--- config.mk ---
export PLATFORM = sky130hd
export DESIGN_NAME = lsb_first_bit_packer_top
export DESIGN_NICKNAME = d
export VERILOG_FILES = /design/src/hw/rtl/lsbp_pkg.sv /design/src/hw/rtl/lsb_first_bit_packer_top.sv /design/src/hw/rtl/lsbp_ctrl.sv /design/src/hw/rtl/lsbp_dp.sv
export SDC_FILE = /design/constraint.sdc
export NUM_CORES = 1
export LEC_CHECK = 0
export BUFFER_PORTS_ARGS = -buffer_cell sky130_fd_sc_hd__buf_4
export CAP_MARGIN = 10
export CORE_MARGIN = 8
export CORE_UTILIZATION = 40
export CTS_CLUSTER_SIZE = 24
export DETAILED_ROUTE_END_ITERATION = 7
export HOLD_SLACK_MARGIN = 0.06
export PLACE_DENSITY = 0.65
export SYNTH_ARGS = -nofsm -noshare
export SYNTH_HDL_FRONTEND = slang
export SYNTH_HIERARCHICAL = 1
export SYNTH_SLANG_ARGS = --single-unit
--- constraint.sdc ---
create_clock -name clk -period 3.8 [get_ports clk]
set_input_delay 0.76 -clock clk [delete_from_list [all_inputs] [get_ports clk]]
set_output_delay 0.76 -clock clk [all_outputs]
set_load 0.01 [all_outputs]
--- src/hw/rtl/lsbp_pkg.sv ---
// Shared types and constants of the LSB-first bit packer.
`default_nettype none
package lsbp_pkg;

	localparam int unsigned FUNC_W  = 2;
	localparam int unsigned VALUE_W = 24;
	localparam int unsigned COUNT_W = 5;
	localparam int unsigned POS_W   = 17;
	localparam int unsigned IDX_W   = 16;
	localparam int unsigned PEND_W  = 7;
	localparam int unsigned PCNT_W  = 3;
	localparam int unsigned ACC_W   = 31;
	localparam int unsigned NB_W    = 2;
	localparam int unsigned ADDR_W  = 3;
	localparam int unsigned DATA_W  = 32;

	localparam logic [FUNC_W-1:0] FUNC_WRITE   = 2'd0;
	localparam logic [FUNC_W-1:0] FUNC_FLUSH   = 2'd1;
	localparam logic [FUNC_W-1:0] FUNC_RESTART = 2'd2;

	localparam logic REG_OUT_CAPACITY = 1'b0;

	localparam logic [COUNT_W-1:0] MAX_GROUP_BITS = 5'd24;
	localparam logic [POS_W-1:0]   POSITION_LIMIT = 17'd65536;
	localparam logic [POS_W-1:0]   CAPACITY_RESET = 17'd65536;

	typedef struct packed {
		logic [FUNC_W-1:0]  func;
		logic [VALUE_W-1:0] value;
		logic [COUNT_W-1:0] bit_count;
	} req_t;

	typedef struct packed {
		logic [7:0]       byte_value;
		logic [IDX_W-1:0] byte_index;
		logic [POS_W-1:0] bytes_written;
		logic             last;
	} rsp_t;

	typedef struct packed {
		logic load;
		logic step;
	} ctrl_cmd_t;

	typedef struct packed {
		logic has_bytes;
		logic left_one;
		logic slot_free;
		logic full;
	} dp_sts_t;

endpackage
`default_nettype wire

--- src/hw/rtl/lsb_first_bit_packer_top.sv ---
// Top level of the LSB-first bit packer: register port, controller and datapath.
//
// Usage:
//   req channel (req_valid/req_stall/req) takes one transaction per command:
//   write bits, flush pending bits, or restart the stream. rsp channel
//   (rsp_valid/rsp_stall/rsp) returns one transaction per stored byte, with
//   its buffer index, the running byte count and last on the final byte of
//   a command. The APB port holds out_capacity at byte address 0.
// Timing:
//   A command that completes n bytes (0 to 3) keeps the block busy after
//   acceptance: the controller enters its emit state and sends one byte per
//   cycle through the output register while rsp is not stalled, and takes no
//   new command until the last byte is sent or dropped. Each byte reaches rsp
//   from the output register.
// Stall:
//   While rsp is stalled the output register holds its transaction and the
//   sequencer waits; bytes beyond the capacity are dropped without waiting.
// Reset:
//   Clears position and pending bits, and sets out_capacity to 65536.
`default_nettype none
module lsb_first_bit_packer_top (
	input  wire logic                          clk,
	input  wire logic                          arst_n,
	input  wire logic                          req_valid,
	output logic                               req_stall,
	input  wire lsbp_pkg::req_t                req,
	output logic                               rsp_valid,
	input  wire logic                          rsp_stall,
	output lsbp_pkg::rsp_t                     rsp,
	input  wire logic                          psel,
	input  wire logic                          penable,
	input  wire logic                          pwrite,
	input  wire logic [lsbp_pkg::ADDR_W-1:0]   paddr,
	input  wire logic [lsbp_pkg::DATA_W-1:0]   pwdata,
	output logic [lsbp_pkg::DATA_W-1:0]        prdata,
	output logic                               pready
);

	logic [lsbp_pkg::POS_W-1:0] cap_q;
	logic [lsbp_pkg::POS_W-1:0] limit;
	lsbp_pkg::ctrl_cmd_t        cmd;
	lsbp_pkg::dp_sts_t          sts;

	assign pready = 1'b1;
	assign prdata = (paddr[2] == lsbp_pkg::REG_OUT_CAPACITY) ?
		{{(lsbp_pkg::DATA_W - lsbp_pkg::POS_W){1'b0}}, cap_q} : '0;

	always_ff @(posedge clk or negedge arst_n) begin
		if (!arst_n) begin
			cap_q <= lsbp_pkg::CAPACITY_RESET;
		end else if (psel && penable && pwrite && pready
			&& (paddr[2] == lsbp_pkg::REG_OUT_CAPACITY)) begin
			cap_q <= pwdata[lsbp_pkg::POS_W-1:0];
		end
	end

	assign limit = cap_q[lsbp_pkg::POS_W-1] ? lsbp_pkg::POSITION_LIMIT : cap_q;

	lsbp_ctrl u_ctrl (
		.clk       (clk),
		.arst_n    (arst_n),
		.req_valid (req_valid),
		.req_stall (req_stall),
		.sts       (sts),
		.cmd       (cmd)
	);

	lsbp_dp u_dp (
		.clk       (clk),
		.arst_n    (arst_n),
		.req       (req),
		.limit     (limit),
		.cmd       (cmd),
		.sts       (sts),
		.rsp_valid (rsp_valid),
		.rsp_stall (rsp_stall),
		.rsp       (rsp)
	);

	a_count_follows_index: assert property (@(posedge clk) disable iff (!arst_n)
		rsp_valid |-> (rsp.bytes_written == ({1'b0, rsp.byte_index} + 1'b1)))
		else $error("bytes_written does not follow byte_index");

	a_restart_not_busy: assert property (@(posedge clk) disable iff (!arst_n)
		(req_valid && !req_stall && (req.func == lsbp_pkg::FUNC_RESTART)) |=> !req_stall)
		else $error("restart left the packer busy");

	a_write_short_not_busy: assert property (@(posedge clk) disable iff (!arst_n)
		(req_valid && !req_stall && (req.func == lsbp_pkg::FUNC_WRITE)
			&& (req.bit_count == '0)) |=> !req_stall)
		else $error("zero-length write left the packer busy");

endmodule
`default_nettype wire

--- src/hw/rtl/lsbp_ctrl.sv ---
// Controller state machine of the LSB-first bit packer.
`default_nettype none
module lsbp_ctrl (
	input  wire logic              clk,
	input  wire logic              arst_n,
	input  wire logic              req_valid,
	output logic                   req_stall,
	input  wire lsbp_pkg::dp_sts_t sts,
	output lsbp_pkg::ctrl_cmd_t    cmd
);

	typedef enum logic {
		S_IDLE,
		S_EMIT
	} state_t;

	state_t state_q;
	logic   accept;

	assign req_stall = (state_q != S_IDLE);
	assign accept    = req_valid && (state_q == S_IDLE);
	assign cmd.load  = accept;
	assign cmd.step  = (state_q == S_EMIT) && (sts.slot_free || sts.full);

	always_ff @(posedge clk or negedge arst_n) begin
		if (!arst_n) begin
			state_q <= S_IDLE;
		end else begin
			unique case (state_q)
				S_IDLE: begin
					if (accept && sts.has_bytes) begin
						state_q <= S_EMIT;
					end
				end
				S_EMIT: begin
					if (cmd.step && sts.left_one) begin
						state_q <= S_IDLE;
					end
				end
				default: state_q <= S_IDLE;
			endcase
		end
	end

endmodule
`default_nettype wire

--- src/hw/rtl/lsbp_dp.sv ---
// Datapath of the LSB-first bit packer: accumulator, position and output register.
`default_nettype none
module lsbp_dp (
	input  wire logic                         clk,
	input  wire logic                         arst_n,
	input  wire lsbp_pkg::req_t               req,
	input  wire logic [lsbp_pkg::POS_W-1:0]   limit,
	input  wire lsbp_pkg::ctrl_cmd_t          cmd,
	output lsbp_pkg::dp_sts_t                 sts,
	output logic                              rsp_valid,
	input  wire logic                         rsp_stall,
	output lsbp_pkg::rsp_t                    rsp
);

	logic [lsbp_pkg::ACC_W-1:0]   acc_q;
	logic [lsbp_pkg::NB_W-1:0]    left_q;
	logic [lsbp_pkg::PEND_W-1:0]  pend_q;
	logic [lsbp_pkg::PCNT_W-1:0]  pcnt_q;
	logic [lsbp_pkg::POS_W-1:0]   pos_q;
	logic                         rsp_valid_q;
	lsbp_pkg::rsp_t               rsp_q;

	logic [lsbp_pkg::COUNT_W-1:0] count_c;
	logic [lsbp_pkg::VALUE_W-1:0] masked_c;
	logic [lsbp_pkg::ACC_W-1:0]   acc_c;
	logic [lsbp_pkg::COUNT_W-1:0] total_c;
	logic [lsbp_pkg::NB_W-1:0]    nb_c;
	logic [lsbp_pkg::PEND_W-1:0]  rem_c;
	logic [lsbp_pkg::POS_W-1:0]   pos_next_c;
	logic                         emit_c;
	logic                         has_bytes_c;

	assign count_c  = (req.bit_count > lsbp_pkg::MAX_GROUP_BITS) ?
		lsbp_pkg::MAX_GROUP_BITS : req.bit_count;
	assign masked_c = req.value & ~({lsbp_pkg::VALUE_W{1'b1}} << count_c);
	assign acc_c    = {{(lsbp_pkg::ACC_W - lsbp_pkg::PEND_W){1'b0}}, pend_q}
		| ({{(lsbp_pkg::ACC_W - lsbp_pkg::VALUE_W){1'b0}}, masked_c} << pcnt_q);
	assign total_c  = {{(lsbp_pkg::COUNT_W - lsbp_pkg::PCNT_W){1'b0}}, pcnt_q} + count_c;
	assign nb_c     = total_c[4:3];

	always_comb begin
		case (nb_c)
			2'd0:    rem_c = acc_c[6:0];
			2'd1:    rem_c = acc_c[14:8];
			2'd2:    rem_c = acc_c[22:16];
			default: rem_c = acc_c[30:24];
		endcase
	end

	always_comb begin
		case (req.func)
			lsbp_pkg::FUNC_WRITE: has_bytes_c = (nb_c != '0);
			lsbp_pkg::FUNC_FLUSH: has_bytes_c = (pcnt_q != '0);
			default:              has_bytes_c = 1'b0;
		endcase
	end

	assign sts.has_bytes = has_bytes_c;
	assign pos_next_c    = pos_q + 1'b1;
	assign sts.left_one  = (left_q == 2'd1);
	assign sts.slot_free = !rsp_valid_q || !rsp_stall;
	assign sts.full      = (pos_q >= limit);
	assign emit_c        = cmd.step && !sts.full;

	always_ff @(posedge clk or negedge arst_n) begin
		if (!arst_n) begin
			left_q      <= '0;
			pend_q      <= '0;
			pcnt_q      <= '0;
			pos_q       <= '0;
			rsp_valid_q <= 1'b0;
		end else begin
			if (cmd.load) begin
				case (req.func)
					lsbp_pkg::FUNC_WRITE: begin
						left_q <= nb_c;
						pend_q <= rem_c;
						pcnt_q <= total_c[2:0];
					end
					lsbp_pkg::FUNC_FLUSH: begin
						left_q <= {1'b0, (pcnt_q != '0)};
						pend_q <= '0;
						pcnt_q <= '0;
					end
					lsbp_pkg::FUNC_RESTART: begin
						left_q <= '0;
						pend_q <= '0;
						pcnt_q <= '0;
						pos_q  <= '0;
					end
					default: ;
				endcase
			end else if (cmd.step) begin
				left_q <= left_q - 1'b1;
				if (emit_c) begin
					pos_q <= pos_next_c;
				end
			end
			if (emit_c) begin
				rsp_valid_q <= 1'b1;
			end else if (!rsp_stall) begin
				rsp_valid_q <= 1'b0;
			end
		end
	end

	always_ff @(posedge clk) begin
		if (cmd.load) begin
			if (req.func == lsbp_pkg::FUNC_FLUSH) begin
				acc_q <= {{(lsbp_pkg::ACC_W - lsbp_pkg::PEND_W){1'b0}}, pend_q};
			end else begin
				acc_q <= acc_c;
			end
		end else if (cmd.step) begin
			acc_q <= {8'd0, acc_q[lsbp_pkg::ACC_W-1:8]};
		end
		if (emit_c) begin
			rsp_q.byte_value    <= acc_q[7:0];
			rsp_q.byte_index    <= pos_q[lsbp_pkg::IDX_W-1:0];
			rsp_q.bytes_written <= pos_next_c;
			rsp_q.last          <= sts.left_one || (pos_next_c >= limit);
		end
	end

	assign rsp_valid = rsp_valid_q;
	assign rsp       = rsp_q;

endmodule
`default_nettype wire

======== Word-level counts from Yosys, hierarchy flattened ========
Index checks and enable logic that the tools add are counted.
storage, ports and cells
  output and inout bits ................... 77
  register bits ........................... 121
  bits of input ports ..................... 73
  word-level logic and storage cells ...... 80
cells by class
  bitwise operators ....................... 5
  eq/ne operators ......................... 8
  reduce and logical (&&, ||, !) cells .... 25
  mux-type cells .......................... 22
  add/subtract/negate cells ............... 3
  shift operators ......................... 2
  $lt $le $gt $ge ......................... 3
operators with widths
  operator                                                                number
  17-bit 2-to-1 mux                                                       6
  31-bit 2-to-1 mux                                                       3
  17-bit >= comparator                                                    2
  7-bit by 31-bit OR with 31-bit output                                   1
  24-bit by 3-bit << shifter with 31-bit output                           1
  24-bit AND                                                              1
  24-bit inverter                                                         1
  24-bit by 5-bit << shifter with 24-bit output (first input constant)    1
  7-bit case mux with 3 select lines                                      1
  17-bit by 1-bit adder with 17-bit output (second input constant)        1
  7-bit case mux with 2 select lines                                      1
  1-bit logical AND                                                       8
  2-bit nonzero test                                                      4
  2-bit by 1-bit equality test with 1-bit output (second input constant)  3
  2-bit case mux with 3 select lines                                      1
  3-bit case mux with 2 select lines                                      1
  3-bit by 5-bit adder with 5-bit output                                  1
  5-bit > comparator (second input constant)                              1
  5-bit 2-to-1 mux                                                        1
  2-bit equality test (second input constant)                             2
  2-bit zero test                                                         2
  1-bit 2-to-1 mux                                                        4
  2-bit 2-to-1 mux                                                        2
  4-bit inequality test (second input constant)                           1
  11 further kinds                                                        18

======== Logic depth before layout (Yosys ltp) ========
  depth after elaboration ................. 9
  gate-level depth with buffers ........... 15
  mapped depth without buffers ............ 14

======== Hierarchy ========
The synthesis kept the hierarchy.
modules (own cells, without submodules)
  module                    instances  cells each  area each (um^2)
  lsbp_dp                   1          652         6,957.9
  lsb_first_bit_packer_top  1          89          1,041.0
  lsbp_ctrl                 1          7           63.8

======== Worst setup path before layout ========
OpenSTA, ideal clock, no wires.
  path kind ............................... register -> register
  from .................................... register cap_q[16] in the netlist's numbering
  to ...................................... register u_dp.rsp_q (netlist bit u_dp/rsp[0]) (enable)
  data required time ...................... 3.396 ns
  stages on the path, launching flop included .. 13
  library setup time ...................... 0.404 ns
  arrival time ............................ 3.383 ns
  path buffers ............................ 1
  path slack .............................. 0.013 ns
  cell sequence ........................... dfstp_2 -> clkbuf_1 -> nor2b_1 -> inv_1 -> ha_1 -> nand3_1 -> or2_1 -> o221ai_1 -> a221oi_2 -> or2_2 -> nand2_1 -> o21a_1 -> and3_1
RTL lines
  what                      line                            text
  start: declaration        lsb_first_bit_packer_top.sv:39  logic [lsbp_pkg::POS_W-1:0] cap_q;
  start signal: assignment  lsb_first_bit_packer_top.sv:50  cap_q <= lsbp_pkg::CAPACITY_RESET;
  start signal: assignment  lsb_first_bit_packer_top.sv:53  cap_q <= pwdata[lsbp_pkg::POS_W-1:0];
  end: declaration          lsbp_dp.sv:21                   lsbp_pkg::rsp_t rsp_q;

==> key figures <==
Floorplanning
  • Die area: 0.0250 mm²
  • Row Count: 52
  • I/O pin cnt: 150
  • Starting Density: 0.402
  • Die height: 158 µm
  • Die width: 158 µm
  • Core ar.: 0.0200 mm²

Cells and area
  • Layout Nets: 971
  • Share of cells above drive strength 1: 0.250
  • N_diodes: 0
  • Filler cells: 1940
  • Non-Filler Instances: 1138
  • Cell area after layout: 0.00968 mm²
  • Area occupied by multi-input gates: 0.00422 mm²
  • Synthesis-to-layout area growth: 20.0%
  • Reg area: 0.00339 mm²

STA
  • Final Max Slew Viols: 0
  • Max-slew headroom: 0.507
  • Worst-margin pin slew: 0.734 ns
  • Layout Skew: 0.00924 ns
  • Final setup viols: 0
  • Final hold vios: 0
  • Fmax: 0.286 GHz
  • Min Tclk post-route: 3.49 ns
  • Setup TNS Final: 0 ns
  • RSZ-0062 raised after global routing: false
  • Tcrit/Tclk final: 0.919

Worst setup path
  • CP required: 4.09 ns
  • CP Capture Type: flip-flop
  • Reg2reg setup slack: 0.31 ns
  • Setup crit start kind: flip-flop
  • Worst R2R Start: cap_q[16]$_DFFE_PN1P_
  • R2R Path End: u_dp/pos_q[8]$_DFFE_PN0P_
  • CP Max Fanout: 14
  • Crit Path Category: reg2reg
  • Arrival time worst endpoint: 3.78 ns
  • Worst-case reg-to-reg path depth: 13

Worst hold path
  • Worst Hold Class: in2async

Drt
  • WL/cell: 18.1 µm
  • DRT Wirelength: 20600 µm
  • Starting DRC count in detailed routing: 384
  • Detail Route Antenna Nets: 0
  • Vias per inst: 5.41
  • DRC: 0
  • First-pass DRT Iterations: 4
  • Total number of vias: 6154

Clocking
  • CTS tree: built
  • Reg clk slew, reported paths: 0.05 ns
  • Clock sinks: 121
  • Hold_buf cts: 0
  • CTS Buf Count: 17
  • Clk Latency, worst-skew pair: 0.42 ns
  • Root Buffer: clkbuf_16
  • Max H-tree Level: 4
  • Clock buffer depth: 2

Synth
  • Number of flops mapped to enable cells by yosys: 73
  • Multiplexer share of the synthesized area: 0.104
  • Cell count after synthesis: 748
  • Synth cell count leaders: 73 x edfxtp_1, 47 x dfrtp_1, 42 x ha_1
  • Post-Synth Adder-Cell Area: 0.0701
  • Syn_area_per_cell: 10.8 µm²
  • Compound-Gate Fraction of Synth Area: 0.179
  • Yosys cell types: 91
  • Post-synthesis simple-gate area fraction: 0.144
  • Area leader, netlist: edfxtp_1
  • Sequential area share after synthesis: 0.421
  • Yosys warning total: 6
  • Asr flop ratio synth: 0.397
  • Post-Syn Area: 0.00806 mm²
  • Synth top area share: 0.272
  • Register bit total from synthesis: 121
  • Post-synthesis xor/xnor area fraction: 0.0174
  • Largest cells by area after synthesis: edfxtp_1 27%, dfrtp_1 15%, ha_1 6.5%
  • Most frequent cell after synthesis: edfxtp_1
  • Most used DFF post-synth: edfxtp_1
  • Main combinational cell family by area after synthesis: compound AO/OA/AOI/OAI gates

GRT
  • Pin count of the biggest net entering global routing: 49
  • First-pass GRT wire length: 32400 µm
  • Initial antenna violation count: 0
  • GRT Overall Usage: 0.167
  • Overflow after GRT: 0
  • Vias in the first global route: 5933

Power
  • Internal Dissipation: 4.44 mW
  • Clock group share of total power: 0.221
  • Sw frac: 0.367
  • Pwr Density: 725 mW/mm²
  • Combinational power share: 0.446
  • Lkg Pwr: 4.25 nW
  • Maximum vdd drop: 0.000329 V
  • Seq pwr share: 0.333
  • Net Switching: 2.57 mW

Placement
  • GP Congestion: 0.917
  • HPWL Detailed: 15600 µm
  • Port Buffer Count: 116
  • Placed insts: 1106
  • DP Area: 0.00909 mm²

Status
  • Outcome: finished clean

Flow run
  • Max-cap violations: 0
==> registers in the layout, summed over array words and instances (netlist names) <==
| signal | count |
|---|---|
| u_dp/pos_q | 17 |
| u_dp/pend_q | 7 |
| u_dp/pcnt_q | 3 |
| u_dp/rsp | 42 |
| u_ctrl/req_stall | 1 |
| u_dp/acc_q | 31 |
| u_dp/rsp_valid | 1 |
| cap_q | 17 |
| u_dp/left_q | 2 |
==> repair_timing <==
action,in CTS,in global routing
buffers inserted,0,0
endpoints found under the setup margin,0,30
resized for setup,0,2
==> worst max-delay path: stages (launching register included) <==
cell      delay, ns
dfstp_2        0.62
nor2b_1        0.09
inv_1          0.08
ha_1           0.26
a211o_1        0.31
a21oi_1        0.13
o221ai_1       0.18
a221oi_2       0.36
or2_2          0.19
nand2_1        0.06
o21a_1         0.23
nor2b_1        0.19
o211ai_4       0.27
mux2_2         0.40
==> per-stage QoR <==
stage	total power [mW]	utilization	setup slack (ns)	hold slack [ns]
after floorplan	4.39	-	0.0131	0.400
after global placement	5.43	0.454	0.301	0.403
after detailed placement	5.46	0.454	0.218	0.408
after CTS	7.04	0.482	0.196	0.392
after global routing	7.43	0.483	0.0848	0.422
final	7.01	0.483	0.309	0.381
==> worst max path at each step <==
stage	slack [ns]	start	cells past startpoint	to
2_1_floorplan	0.01	cap_q[16]$_DFFE_PN1P_	12	u_dp/rsp[0]$_DFFE_PN_
3_3_place_gp	0.30	cap_q[16]$_DFFE_PN1P_	11	u_dp/rsp[5]$_DFFE_PN_
3_5_place_dp	0.22	cap_q[16]$_DFFE_PN1P_	13	u_dp/pos_q[4]$_DFFE_PN0P_
4_1_cts	0.20	cap_q[16]$_DFFE_PN1P_	13	u_dp/pos_q[4]$_DFFE_PN0P_
5_1_grt	0.08	cap_q[16]$_DFFE_PN1P_	13	u_dp/pos_q[2]$_DFFE_PN0P_
6_report	0.31	cap_q[16]$_DFFE_PN1P_	13	u_dp/pos_q[8]$_DFFE_PN0P_
==> metal layers <==
metal  global-route usage  vias up  part of all wire
met5                    0        -                 0
met4               0.0485        0             0.013
met3               0.0349       17             0.058
met2                0.270      185              0.47
met1                0.222     2951              0.46
li1                     -     3001                 -
==> cell families after synthesis <==
| logic type | after synthesis |
|---|---|
| multiplexers | 65 |
| AO/OA/AOI/OAI | 190 |
| flip-flops | 121 |
| XOR/XNOR | 16 |
| AND/OR/NAND/NOR | 212 |
| other | 2 |
| buffers and inverters | 97 |
| adder cells (fa/ha/maj) | 45 |
==> placed cells by master, fill, tap and decap left out, types with 7 or more instances in the layout <==
cell type / n
o21ai_1: 12
buf_4: 134
a22o_1: 8
mux2_1: 9
mux2_4: 10
o21ai_0: 17
ha_1: 42
o211a_1: 7
inv_1: 36
conb_1: 16
o21a_1: 8
mux2i_1: 18
and2_1: 18
clkbuf_16: 17
o211ai_1: 8
xnor2_1: 11
nor2b_1: 35
o31ai_1: 8
edfxtp_1: 73
and3_1: 8
a21o_1: 11
o2bb2ai_1: 11
a21oi_1: 35
and2b_1: 7
mux4_2: 8
nor2_1: 34
nor3_1: 8
nand2_1: 40
mux2_2: 19
nand3_1: 16
dfrtp_1: 47
==> area by class of cell <==
| cell class | instances | area share |
|---|---|---|
| timing repair buffer | 134 | 0.104 |
| sequential | 121 | 0.351 |
| tap | 270 | 0.0349 |
| multi-input combinational | 544 | 0.437 |
| clock buffer | 23 | 0.0494 |
| clock inverter | 9 | 0.0101 |
| inverter | 37 | 0.0144 |
==> power by group through the flow <==
stage	Sequential (mW)	Clock (mW)	Combinational, mW
after floorplan	2.42	0	1.96
after global placement	2.35	0	3.08
after detailed placement	2.36	0	3.10
after CTS	2.34	1.58	3.12
after global routing	2.40	1.63	3.40
final	2.33	1.55	3.13
Note: power is estimated with default switching activity, not from simulation.
